**config.mk**
```make
export PLATFORM = sky130hd
export DESIGN_NAME = keyboard_scancode_event_decoder
export DESIGN_NICKNAME = d
export VERILOG_FILES = /design/src/rtl/kscd_pkg.sv /design/src/rtl/keyboard_scancode_event_decoder.sv
export SDC_FILE = /design/constraint.sdc
export NUM_CORES = 1
export LEC_CHECK = 0
export BUFFER_PORTS_ARGS = -buffer_cell sky130_fd_sc_hd__buf_2
export CORE_MARGIN = 2
export CORE_UTILIZATION = 30
export CTS_CLUSTER_SIZE = 12
export DETAILED_ROUTE_END_ITERATION = 8
export GPL_ROUTABILITY_DRIVEN = 0
export GPL_TIMING_DRIVEN = 0
export HOLD_SLACK_MARGIN = 0.06
export RECOVER_POWER = 100
export SLEW_MARGIN = 40
export SYNTH_ARGS = -nofsm -noshare
export SYNTH_HDL_FRONTEND = slang
export SYNTH_SLANG_ARGS = --single-unit
```
**constraint.sdc**
```tcl
create_clock -name i_clk -period 3.8 [get_ports i_clk]
set_input_delay 0.76 -clock i_clk [delete_from_list [all_inputs] [get_ports i_clk]]
set_output_delay 0.76 -clock i_clk [all_outputs]
set_load 0.01 [all_outputs]
```
**src/rtl/kscd_pkg.sv**
```systemverilog
// package with shared constants for the keyboard scan code event decoder
`timescale 1ns / 1ps
`default_nettype none

package kscd_pkg;

    localparam int unsigned NUM_KEYS  = 256;
    localparam int unsigned KEY_W     = $clog2(NUM_KEYS);

    localparam logic [7:0] PREFIX_MATCH = 8'hE1;
    localparam logic [7:0] PREFIX_LSB   = 8'h01;

    localparam logic ACT_SCAN    = 1'b0;
    localparam logic ACT_READ    = 1'b1;

    localparam logic KIND_EVENT  = 1'b0;
    localparam logic KIND_STATUS = 1'b1;

    typedef logic [KEY_W-1:0] t_key;

endpackage

`default_nettype wire

```
**src/rtl/keyboard_scancode_event_decoder.sv**
```systemverilog
// top level of the keyboard scan code (set 1) event decoder
`timescale 1ns / 1ps
`default_nettype none

// Takes one transaction per clock cycle on the input channel unless it stalls.
// Each accepted transaction sits in an input register, is decoded against the
// last byte, the prefix flag and the 256-bit key table, and its result (if
// any) is loaded from there into the result register that drives o_out_valid.
// While a result waits to be taken, a transaction that makes no result still
// passes through the input register, but one that makes a result holds there
// and stalls the input until the waiting result is taken. The key table is
// flip-flops cleared by reset, so the block is ready as soon as reset is
// released.
module keyboard_scancode_event_decoder (
    input  wire logic               i_clk,
    input  wire logic               i_rst_n,
    input  wire logic               i_in_valid,
    output logic                    o_in_ready,
    input  wire logic               i_action,
    input  wire logic [7:0]         i_scan_byte,
    input  wire kscd_pkg::t_key     i_key_index,
    output logic                    o_out_valid,
    input  wire logic               i_out_ready,
    output logic                    o_kind,
    output kscd_pkg::t_key          o_key_code,
    output logic                    o_pressed
);
    import kscd_pkg::*;

    logic               r_in_valid;
    logic               r_action;
    logic [7:0]         r_scan_byte;
    t_key               r_key_index;

    logic [7:0]         r_last_byte;
    logic               r_prefix_armed;
    logic [NUM_KEYS-1:0] r_key_down;

    logic               r_out_valid;
    logic               r_kind;
    t_key               r_key_code;
    logic               r_pressed;

    logic               w_is_read;
    logic               w_is_prefix;
    logic               w_is_break;
    logic               w_is_repeat;
    t_key               w_code;
    logic               w_emit;
    logic               w_advance;
    logic               w_out_free;

    logic               n_kind;
    t_key               n_key_code;
    logic               n_pressed;

    always_comb begin
        w_is_read   = (r_action == ACT_READ);
        w_is_prefix = ((r_scan_byte | PREFIX_LSB) == PREFIX_MATCH);
        w_is_break  = r_scan_byte[7];
        w_is_repeat = (r_scan_byte == r_last_byte);
        w_code      = {r_prefix_armed, r_scan_byte[6:0]};
        w_emit      = w_is_read ||
                      (!w_is_prefix && !w_is_repeat && (w_is_break || !r_key_down[w_code]));
        w_out_free  = !r_out_valid || i_out_ready;
        w_advance   = r_in_valid && (w_out_free || !w_emit);
        if (w_is_read) begin
            n_kind     = KIND_STATUS;
            n_key_code = r_key_index;
            n_pressed  = r_key_down[r_key_index];
        end else begin
            n_kind     = KIND_EVENT;
            n_key_code = w_code;
            n_pressed  = !w_is_break;
        end
    end

    assign o_in_ready  = !r_in_valid || w_advance;
    assign o_out_valid = r_out_valid;
    assign o_kind      = r_kind;
    assign o_key_code  = r_key_code;
    assign o_pressed   = r_pressed;

    // input register
    always_ff @(posedge i_clk) begin
        if (!i_rst_n) begin
            r_in_valid <= 1'b0;
        end else if (o_in_ready) begin
            r_in_valid <= i_in_valid;
        end
        if (i_in_valid && o_in_ready) begin
            r_action    <= i_action;
            r_scan_byte <= i_scan_byte;
            r_key_index <= i_key_index;
        end
    end

    // decoder state
    always_ff @(posedge i_clk) begin
        if (!i_rst_n) begin
            r_last_byte    <= '0;
            r_prefix_armed <= 1'b0;
            r_key_down     <= '0;
        end else if (w_advance && !w_is_read) begin
            r_last_byte    <= r_scan_byte;
            r_prefix_armed <= w_is_prefix;
            if (w_emit) begin
                r_key_down[w_code] <= !w_is_break;
            end
        end
    end

    // result register
    always_ff @(posedge i_clk) begin
        if (!i_rst_n) begin
            r_out_valid <= 1'b0;
        end else if (w_out_free) begin
            r_out_valid <= w_advance && w_emit;
        end
        if (w_advance && w_emit) begin
            r_kind     <= n_kind;
            r_key_code <= n_key_code;
            r_pressed  <= n_pressed;
        end
    end

    // a waiting result always agrees with the key table
    a_result_matches_table: assert property (@(posedge i_clk) disable iff (!i_rst_n)
        r_out_valid |-> (r_key_down[r_key_code] == r_pressed))
        else $error("waiting result disagrees with key table");

    // the prefix flag is only armed right after a prefix byte
    a_prefix_follows_byte: assert property (@(posedge i_clk) disable iff (!i_rst_n)
        r_prefix_armed |-> ((r_last_byte | PREFIX_LSB) == PREFIX_MATCH))
        else $error("prefix armed without prefix byte");

    // decoder state moves only when a transaction leaves the input register
    a_state_holds: assert property (@(posedge i_clk) disable iff (!i_rst_n)
        !w_advance |=> ($stable(r_last_byte) && $stable(r_prefix_armed)
                        && $stable(r_key_down)))
        else $error("decoder state changed without a transaction");

    // a status read never changes decoder state
    a_read_no_update: assert property (@(posedge i_clk) disable iff (!i_rst_n)
        (w_advance && w_is_read) |=> ($stable(r_last_byte) && $stable(r_key_down)))
        else $error("status read changed decoder state");

endmodule

`default_nettype wire
```
# --- After elaboration in Yosys (flattened, before gate mapping) ---
# Cells that the tools add are included.
op_classes:
  magnitude_cmp: 3
  eq_ne: 2
  n_mux: 10
  reduce_logical: 21
op_table:
  columns: ["operator", "n"]
  rows:
  - ["$bwmux W256", 1]
  - ["$lt A8 B9 Y1 const B", 2]
  - ["$bmux W1 S8", 2]
  - ["$demux W1 S8", 1]
  - ["$eq A8 B8 Y1", 1]
  - ["$ge A8 B1 Y1 const B", 1]
  - ["$logic_not A1 Y1", 8]
  - ["$mux W8", 1]
  - ["$eq A7 B7 Y1 const B", 1]
  - ["$logic_and A1 B1 Y1", 7]
  - ["$logic_or A1 B1 Y1", 5]
  - ["$mux W1", 5]
  - ["$reduce_and A2 Y1", 1]
totals:
  reg_bits: 294
  input_bits: 21
  elab_cells: 47

# --- Logic depth before layout (Yosys ltp) ---
# Gate-level depths: netlist (run 1).
depth:
  depth_word: 11
  depth_mapped: 17

# --- Least setup slack after synthesis (run 1) ---
# No wires, ideal clock.
synth_path:
  path_kind: "flip-flop to flip-flop"
  start: "register r_scan_byte[1]"
  end: "register r_action, enable pin"
  setup_ns: 0.401
  arrival_ns: 3.482
  t_required_ns: 3.399
  path_slack_ns: -0.084
  stages_incl_launch_ff: 12
  period_less_slack_ns: 3.884
  cell_sequence: "edfxtp_1 > buf_4 > buf_4 > buf_2 > buf_6 > mux2i_1 > a221oi_1 > a311oi_1 > o311ai_0 > a31oi_1 > a21o_1 > a31oi_1"
synth_between:
  elab_chain_len: 11
  elab_cells_between_ends: 16
synth_lines:
  columns: ["item", "line_no", "text"]
  rows:
  - ["start: declaration", "keyboard_scancode_event_decoder.sv:32", "logic [7:0] r_scan_byte;"]
  - ["start signal: assignment", "keyboard_scancode_event_decoder.sv:93", "r_scan_byte <= i_scan_byte;"]
  - ["$bmux W1 S8", "keyboard_scancode_event_decoder.sv:64", "(!w_is_prefix && !w_is_repeat && (w_is_break || !r_key_down[w_code]));"]
  - ["$mux W1 (implied by the code)", "keyboard_scancode_event_decoder.sv:64", null]
  - ["$logic_not A1 Y1", "keyboard_scancode_event_decoder.sv:64", null]
  - ["$logic_or A1 B1 Y1", "keyboard_scancode_event_decoder.sv:64", null]
  - ["$logic_and A1 B1 Y1 *", "keyboard_scancode_event_decoder.sv:64", null]
  - ["$logic_or A1 B1 Y1 *", "keyboard_scancode_event_decoder.sv:63", "w_emit = w_is_read ||"]
  - ["$logic_not A1 Y1 *", "keyboard_scancode_event_decoder.sv:66", "w_advance = r_in_valid && (w_out_free || !w_emit);"]
  - ["$logic_or A1 B1 Y1 *", "keyboard_scancode_event_decoder.sv:66", null]
  - ["$logic_and A1 B1 Y1 *", "keyboard_scancode_event_decoder.sv:66", null]
  - ["$logic_or A1 B1 Y1 *", "keyboard_scancode_event_decoder.sv:78", "assign o_in_ready = !r_in_valid || w_advance;"]
  - ["$logic_and A1 B1 Y1 *", "keyboard_scancode_event_decoder.sv:91", "if (i_in_valid && o_in_ready) begin"]
  - ["end signal: assignment", "keyboard_scancode_event_decoder.sv:92", "r_action <= i_action;"]
  - ["end: declaration", "keyboard_scancode_event_decoder.sv:31", "logic r_action;"]
# Mark *: on every way between the ends. The rest lies on a longest branch, timed or not. The select of a mux whose other input is x is not followed.
# A chain may end at the register's enable or synchronous reset.

# --- Worst setup path in the final report (run 1) ---
layout_path:
  start: "register r_scan_byte[1]"
  end: "output o_in_ready"
layout_between:
  elab_chain_len: 10
  elab_cells_between_ends: 15
layout_lines:
  columns: ["item", "line_no", "text"]
  rows:
  - ["$bmux W1 S8", "keyboard_scancode_event_decoder.sv:64", null]
  - ["$mux W1 (implied by the code)", "keyboard_scancode_event_decoder.sv:64", null]
  - ["$logic_not A1 Y1", "keyboard_scancode_event_decoder.sv:64", null]
  - ["$logic_or A1 B1 Y1", "keyboard_scancode_event_decoder.sv:64", null]
  - ["$logic_and A1 B1 Y1 *", "keyboard_scancode_event_decoder.sv:64", null]
  - ["$logic_or A1 B1 Y1 *", "keyboard_scancode_event_decoder.sv:63", null]
  - ["$logic_not A1 Y1 *", "keyboard_scancode_event_decoder.sv:66", null]
  - ["$logic_or A1 B1 Y1 *", "keyboard_scancode_event_decoder.sv:66", null]
  - ["$logic_and A1 B1 Y1 *", "keyboard_scancode_event_decoder.sv:66", null]
  - ["$logic_or A1 B1 Y1 *", "keyboard_scancode_event_decoder.sv:78", null]
  - ["end: declaration", "keyboard_scancode_event_decoder.sv:18", "output logic o_in_ready,"]
# Marks and branches as above.

==> results.sh, run 1 <==
export IMPL_syn_cell_area_um2=16600
export IMPL_cts_max_path_buffers=3
export IMPL_drv_cap=0
export IMPL_clk_pin_slew_ns=0.05
export IMPL_worstPathCellList="buf_12 > buf_12 > buf_6 > buf_6 > nor2_2 > a22oi_1 > a21oi_1 > o41ai_1 > a221o_2 > a31oi_2 > a21o_1 > nand3_1 > buf_2"
export IMPL_worstPathMaxFanout=10
export IMPL_violations="negative setup slack"
export IMPL_initial_core_util_pct=30.2
export IMPL_yosysSeqAreaShare_pct=37.1
export IMPL_required_ns=3.04
export IMPL_clock_sinks=294
export IMPL_synthCells=1499
export IMPL_rows=86
export IMPL_seqCellArea_um2=6160
export IMPL_min_from="i_key_index[4]"
export IMPL_power_mw=7.68
export IMPL_worstSetupPathType="reg2out"
export IMPL_synth_area_leaders="dfxtp_1 32%, mux4_2 19%, o41ai_1 10%"
export IMPL_maxSlewHeadroom_pct=14.5
export IMPL_worst_slack_ns=-0.747
export IMPL_synth_common_cells="267 x dfxtp_1, 193 x o41ai_1, 189 x o311ai_0"
export IMPL_cts_tree="built"
export IMPL_fp_coreArea_um2=54900
export IMPL_synth_edf_count=27
export IMPL_cts_made_buffers=35
export IMPL_crit_path_max_incr_delay_ns=0.53
export IMPL_grt_max_degree=13
export IMPL_synth_most_common_cell="dfxtp_1"
export IMPL_tightest_slew_ns=1.28
export IMPL_crit_path_start="r_scan_byte[1]"
export IMPL_wl_per_cell_um=31.1
export IMPL_async_reset_ff_share_pct=0
export IMPL_grt_pass1_vias=15300
export IMPL_power_density_nw_per_um2=343
export IMPL_die_w_um=239
export IMPL_status="finished, violations left"
export IMPL_syn2layout_area_growth_pct=34.7
export IMPL_multiInputGateArea_um2=12200
export IMPL_drive_above_1_share_pct=35.4
export IMPL_synth_area_leader_cell="dfxtp_1"
export IMPL_dieArea_um2=57200
export IMPL_synth_top_cell_area_share_pct=32.2
export IMPL_rsz0062_at_grt="true"
export IMPL_die_h_um=239
export IMPL_num_io_pins=33
export IMPL_hold_end="r_key_index[4]"
export IMPL_finalCritPeriodShare_pct=120
export IMPL_avgSynthCellArea_um2=11.1
export IMPL_grt_pass1_wl_mm=100
export IMPL_cts_hold_buf=0
export IMPL_fin_nets=1609
export IMPL_period_needed_ns=4.55
export IMPL_cp_end_kind="output port"
export IMPL_track_usage_pct=23.2
export IMPL_final_cells=2317
export IMPL_final_antenna_net_count=0
export IMPL_routed_via_density=7.04
export IMPL_dr_pass1_iters=7
export IMPL_reg2reg_depth=7
export IMPL_arrival_ns=3.79
export IMPL_ys_warnings_count=0
export IMPL_vdd_ir_drop_max_uv=262
export IMPL_timing_rr_end="r_key_down[249]"
export IMPL_synth_net_count=1520
export IMPL_cts_root_buf="clkbuf_16"
export IMPL_reg2reg_setup_slack_ns=-0.63
export IMPL_setup_viol=283
export IMPL_slew_violations=0
export IMPL_whs_path_depth=1
export IMPL_cp_slowest_cell="edfxtp_1"
export IMPL_r2r_start="r_scan_byte[2]"
export IMPL_htreeDepth=2
export IMPL_post_route_util_pct=40.7
export IMPL_ys_seq_elements=294
export IMPL_hold_viol=0
export IMPL_cp_start_kind="register"
export IMPL_fill_cells=4965
export IMPL_antenna_found_initial=3
export IMPL_hpwl_mm=47.0
export IMPL_synth_main_ff_cell="dfxtp_1"
export IMPL_ys_types=46
export IMPL_leakage_nw=7.41
export IMPL_hold_class="in2reg"
export IMPL_drc_errors=0
export IMPL_max_freq_mhz=220
export IMPL_grt_overflow=0
export IMPL_totalWireLength_mm=72.1
export IMPL_skew_ns=0.0233
export IMPL_port_buffers=31
export IMPL_placed_cells=2237
export IMPL_via_count=16300
export IMPL_drtIter0Drc=2483
export IMPL_clock_latency_ns=0.57
-- worst max-delay path, delay by kind of cell, from the launching register on --
family          cells  cell delay, ns
compound gates      6            1.33
buf+inv             5            0.89
flops               1            0.53
simple gates        2            0.49
-- what timing repair did --
| item | CTS | global route |
|---|---|---|
| setup buffers | 10 | 5 |
| gates cloned | 0 | 3 |
| gates resized for setup | 232 | 452 |
| pin swaps | 7 | 71 |
| endpoints found under the setup margin | 296 | 264 |
-- logic make-up (layout without fill, tap and decap cells) --
| logic type | after synthesis | after routing | share of synthesized area (%) |
|---|---|---|---|
| xor+xnor | 8 | 8 | 0.422 |
| mux | 257 | 257 | 26.2 |
| compound gates | 423 | 423 | 21.9 |
| buf+inv | 220 | 332 | 6.27 |
| simple gates | 297 | 297 | 8.06 |
| other cells | 0 | 2 | 0 |
| flops | 294 | 294 | 37.1 |
-- sequential cells by signal, indices dropped and copies added (netlist names) --
signal and cells:
r_action 1, r_scan_byte 8, r_prefix_armed 1, r_key_down 256, r_key_index 8, o_pressed 1
o_key_code 8, o_kind 1, o_out_valid 1, r_last_byte 8, r_in_valid 1
-- cells in the final DEF, fill, tap and decap left out, types with 16 or more instances in the layout --
cell / Yosys / layout
o41ai_2: 0 / 65
o311ai_4: 0 / 67
buf_6: 23 / 23
dfxtp_1: 267 / 267
nor3_1: 51 / 33
buf_4: 4 / 26
mux2i_1: 104 / 101
o311ai_2: 0 / 23
clkbuf_2: 0 / 17
clkbuf_1: 155 / 139
o311ai_0: 189 / 30
o311ai_1: 2 / 71
nor4_4: 0 / 16
clkbuf_16: 0 / 40
o41ai_4: 0 / 30
nor2_1: 19 / 18
nand2_1: 161 / 161
buf_8: 0 / 18
edfxtp_1: 27 / 27
mux4_2: 141 / 141
o41ai_1: 193 / 98
buf_2: 22 / 25
-- stage by stage --
stage / instance area (um^2) / hold slack, ns / TNS [ns] / setup slack [ns]
after CTS: 19500 / 0.366 / -31.75 / -0.597
final: 22300 / 0.376 / -103.72 / -0.747
after global routing: 22300 / 0.378 / -99.59 / -0.759
after detailed placement: 17700 / 0.460 / -274.21 / -1.18
after global placement: 17600 / 0.453 / -363.60 / -2.01
after floorplan: 16600 / 0.430 / 0 / 0.0944
-- worst max-delay path by stage --
stage	end	slack [ns]
after floorplan	o_pressed	0.09
after global placement	r_scan_byte[0]	-2.01
after detailed placement	r_key_down[218]	-1.18
after CTS	o_in_ready	-0.60
after global routing	o_in_ready	-0.76
final	o_in_ready	-0.75
-- layout make-up --
cell class / instances / share of cell area (%)
Buffer: 214 / 6.70
Sequential cell: 294 / 27.5
Multi-Input combinational cell: 985 / 54.8
Timing Repair Buffer: 52 / 1.86
Clock inverter: 3 / 0.196
Inverter: 6 / 0.101
Antenna cell: 2 / 0.0224
Tap cell: 704 / 3.94
Clock buffer: 57 / 4.88
-- layer usage --
| metal | global-route usage (%) | share of wire, % | vias up |
|---|---|---|---|
| li1 | - | - | 6523 |
| met1 | 29.2 | 37 | 8124 |
| met2 | 34.4 | 43 | 1301 |
| met3 | 8.22 | 13 | 366 |
| met4 | 13.2 | 6.8 | 4 |
| met5 | 0 | 0.085 | - |
-- power by group --
part	leakage, nW	switching [mW]	internal (mW)	total [mW]
registers	2.41	0.0249	3.15	3.18
logic	4.44	0.761	0.294	1.05
clock network	0.556	1.42	2.02	3.44
total	7.41	2.20	5.47	7.68
Note: power is estimated with default switching activity, not from simulation.
==> run 2: changes to the inputs <==
- CORE_UTILIZATION: 30 -> 55
- PLACE_DENSITY: not set -> 0.74
==> run 2 against run 1 <==
The flow now stops in global routing (5_1_grt); synthesized cell count unchanged; area after synthesis unchanged.
==> results.sh, run 2 <==
export IMPL_status="aborted with a tool error"
export IMPL_failed_stage="global routing (5_1_grt)"
export IMPL_tool_error="[ERROR GRT-0232] Routing congestion too high. Check the congestion heatmap in the GUI."
export IMPL_ys_types=46
export IMPL_synth_area_leaders="dfxtp_1 32%, mux4_2 19%, o41ai_1 10%"
export IMPL_initial_core_util_pct=56.0
export IMPL_yosysSeqAreaShare_pct=37.1
export IMPL_synth_compound_area_share_pct=21.9
export IMPL_hpwl_mm=43.1
export IMPL_ys_warnings_count=0
export IMPL_ys_seq_elements=294
export IMPL_async_reset_ff_share_pct=0
export IMPL_syn_cell_area_um2=16600
export IMPL_htreeDepth=2
export IMPL_track_usage_pct=80.0
export IMPL_num_io_pins=33
export IMPL_grt_max_degree=18
export IMPL_cts_max_path_buffers=3
export IMPL_synth_net_count=1520
export IMPL_synthMuxAreaShare_pct=26.2
export IMPL_synth_xor_area_share_pct=0.422
export IMPL_synth_edf_count=27
export IMPL_cts_root_buf="clkbuf_16"
export IMPL_synth_top_cell_area_share_pct=32.2
export IMPL_synth_simple_area_share_pct=8.06
export IMPL_cts_made_buffers=34
export IMPL_avgSynthCellArea_um2=11.1
export IMPL_clock_sinks=294
export IMPL_die_h_um=178
export IMPL_pre_cts_slack_ns=-1.02
export IMPL_synth_adder_area_share_pct=0
export IMPL_synth_main_ff_cell="dfxtp_1"
export IMPL_synth_most_common_cell="dfxtp_1"
export IMPL_grt_overflow=16
export IMPL_synth_common_cells="267 x dfxtp_1, 193 x o41ai_1, 189 x o311ai_0"
export IMPL_synth_top_family_by_area="multiplexers"
export IMPL_synthCells=1499
export IMPL_port_buffers=31
export IMPL_synth_area_leader_cell="dfxtp_1"
export IMPL_die_w_um=178
export IMPL_rows=63
export IMPL_cts_hold_buf=0
==> run 2: repair_timing <==
action | in CTS
setup endpoints to repair | 295
pin swaps | 319
buffers inserted | 79
gates resized for setup | 976
gates cloned | 39
==> run 2: kinds of logic after synthesis <==
group	Yosys count
compound gates	423
simple gates	297
flops	294
mux	257
buf+inv	220
xor+xnor	8
==> run 2: routing by layer <==
layer	global-route usage [%]	GRT overflow
met1	80.2	1
met2	90.4	6
met3	72.2	2
met4	74.1	6
met5	59.9	1
==> run 2: stage by stage <==
step                      cells  util [%]  setup TNS [ns]  cell area, um^2  hold slack [ns]
after floorplan            1499         -               0            16600            0.430
after global placement     1920      58.2         -294.29            17200            0.452
after detailed placement   1920      58.3         -228.36            17300            0.460
after CTS                  2093      85.3          -31.63            25300            0.397
==> run 3: changes to the inputs <==
- CORE_UTILIZATION: 55 -> 40
- CTS_CLUSTER_SIZE: 12 -> not set
- HOLD_SLACK_MARGIN: 0.06 -> not set
- PLACE_DENSITY: 0.74 -> not set
- PLACE_DENSITY_LB_ADDON: not set -> 0.15
- clock period: 3.8 -> 4.9 ns (I/O delays scaled with it)
==> run 3 against run 2 <==
The flow now finishes, with violations (negative setup slack).
==> results.sh, run 3 (synthesis results as in run 1) <==
export IMPL_status="finished, violations left"
export IMPL_violations="negative setup slack"
export IMPL_drtIter0Drc=2256
export IMPL_antenna_found_initial=1
export IMPL_port_buffers=31
export IMPL_totalWireLength_mm=69.5
export IMPL_arrival_ns=5.37
export IMPL_rsz0062_at_grt="false"
export IMPL_leakage_nw=5.88
export IMPL_cts_tree="built"
export IMPL_cts_hold_buf=0
export IMPL_tightest_slew_ns=1.34
export IMPL_max_freq_mhz=202
export IMPL_clk_pin_slew_ns=0.06
export IMPL_grt_max_degree=13
export IMPL_fin_tns_setup_ns=-0.337
export IMPL_fp_coreArea_um2=40900
export IMPL_initial_core_util_pct=40.5
export IMPL_mostFrequentLayoutCells="267 x dfxtp_1, 193 x o41ai_1, 189 x o311ai_0"
export IMPL_die_h_um=208
export IMPL_largest_reg_flops=256
export IMPL_drive_above_1_share_pct=19.9
export IMPL_worst_slack_ns=-0.0421
export IMPL_dieArea_um2=43100
export IMPL_top_register="r_key_down"
export IMPL_maxSlewHeadroom_pct=10.7
export IMPL_power_density_nw_per_um2=319
export IMPL_whs_path_depth=2
export IMPL_fin_nets=1597
export IMPL_clock_sinks=294
export IMPL_cts_max_path_buffers=3
export IMPL_hpwl_mm=47.9
export IMPL_skew_ns=0.0213
export IMPL_final_antenna_net_count=0
export IMPL_routed_via_density=7.38
export IMPL_cp_start_kind="register"
export IMPL_worstPathMaxFanout=10
export IMPL_hold_viol=0
export IMPL_die_w_um=208
export IMPL_required_ns=5.33
export IMPL_slew_violations=0
export IMPL_period_needed_ns=4.94
export IMPL_hold_slack_ns=0.470
export IMPL_track_usage_pct=31.5
export IMPL_pre_cts_slack_ns=-0.189
export IMPL_grt_pass1_vias=14800
export IMPL_drc_errors=0
export IMPL_dr_pass1_iters=6
export IMPL_cp_end_kind="register"
export IMPL_worstSetupPathType="reg2reg"
export IMPL_cts_made_buffers=36
export IMPL_final_common_cell="dfxtp_1"
export IMPL_rows=74
export IMPL_syn2layout_area_growth_pct=13.7
export IMPL_grt_pass1_wl_mm=102
export IMPL_reg2reg_setup_slack_ns=-0.04
export IMPL_grt_overflow=0
export IMPL_clock_latency_ns=0.57
export IMPL_vdd_ir_drop_max_uv=247
export IMPL_finalCritPeriodShare_pct=101
export IMPL_power_mw=6.02
export IMPL_hold_class="reg2reg"
export IMPL_cts_root_buf="clkbuf_16"
export IMPL_drv_cap=0
export IMPL_reg2reg_depth=15
export IMPL_setup_viol=10
export IMPL_wl_per_cell_um=32.5
export IMPL_htreeDepth=2
export IMPL_via_count=15800
export IMPL_num_io_pins=33
==> run 3: area by class of cell <==
class | count | area [um^2]
fill | 3788 | 22100
multi-input combinational | 985 | 9420
sequential | 294 | 6160
clock buffer | 52 | 1090
buffer | 214 | 1070
tap | 532 | 666
timing repair buffer | 39 | 246
clock inverter | 14 | 183
inverter | 6 | 22.5
antenna | 1 | 2.50
==> run 3: layer usage <==
layer  share of wire (%)  track usage [%]  up-vias
met3                  10             6.90      199
met1                  41             43.7     7966
met2                  44             46.7     1120
met4                 5.0             14.7        0
met5                   0                0        -
li1                    -                -     6493
==> run 3: worst paths after layout <==
kind                                         to      startpoint
worst max-delay path            r_key_down[183]  r_scan_byte[0]
worst min-delay path             r_last_byte[7]  r_last_byte[7]
worst max register to register  r_key_down[183]  r_scan_byte[0]
worst min register to register   r_last_byte[7]  r_last_byte[7]
==> run 3: power by group <==
group / leakage [nW] / switching [mW] / internal, mW
Combinational: 2.84 / 0.465 / 0.159
Clock: 0.628 / 1.17 / 1.77
Sequential: 2.41 / 0.0182 / 2.45
Total: 5.88 / 1.65 / 4.37
==> run 3: critical path, stage by stage, from the launching register on <==
cell and delay, ns:
edfxtp_1 0.37, buf_4 0.30, buf_6 0.26, buf_4 0.31, clkbuf_4 0.34, clkbuf_2 0.33, o21ai_0 0.14, o211ai_1 0.17
nand3_1 0.14, o311ai_2 0.16, a31o_1 0.22, clkbuf_2 0.37, clkbuf_1 0.71, clkbuf_4 0.52, clkbuf_4 0.30, o41ai_1 0.10
==> run 3: what timing repair did <==
item | 4_1_cts | 5_1_grt
endpoints found under the setup margin | 54 | 1
pin swaps | 2 | 2
buffers inserted | 1 | 3
resized for setup | 34 | 9
==> run 3: stage by stage <==
step	instances	cell area (um^2)	utilization [%]
after CTS	2133	18900	46.3
final	2137	18900	46.1
after global routing	2136	18900	46.1
after global placement	2062	17400	42.6
after floorplan	1499	16600	-
after detailed placement	2066	17500	42.9
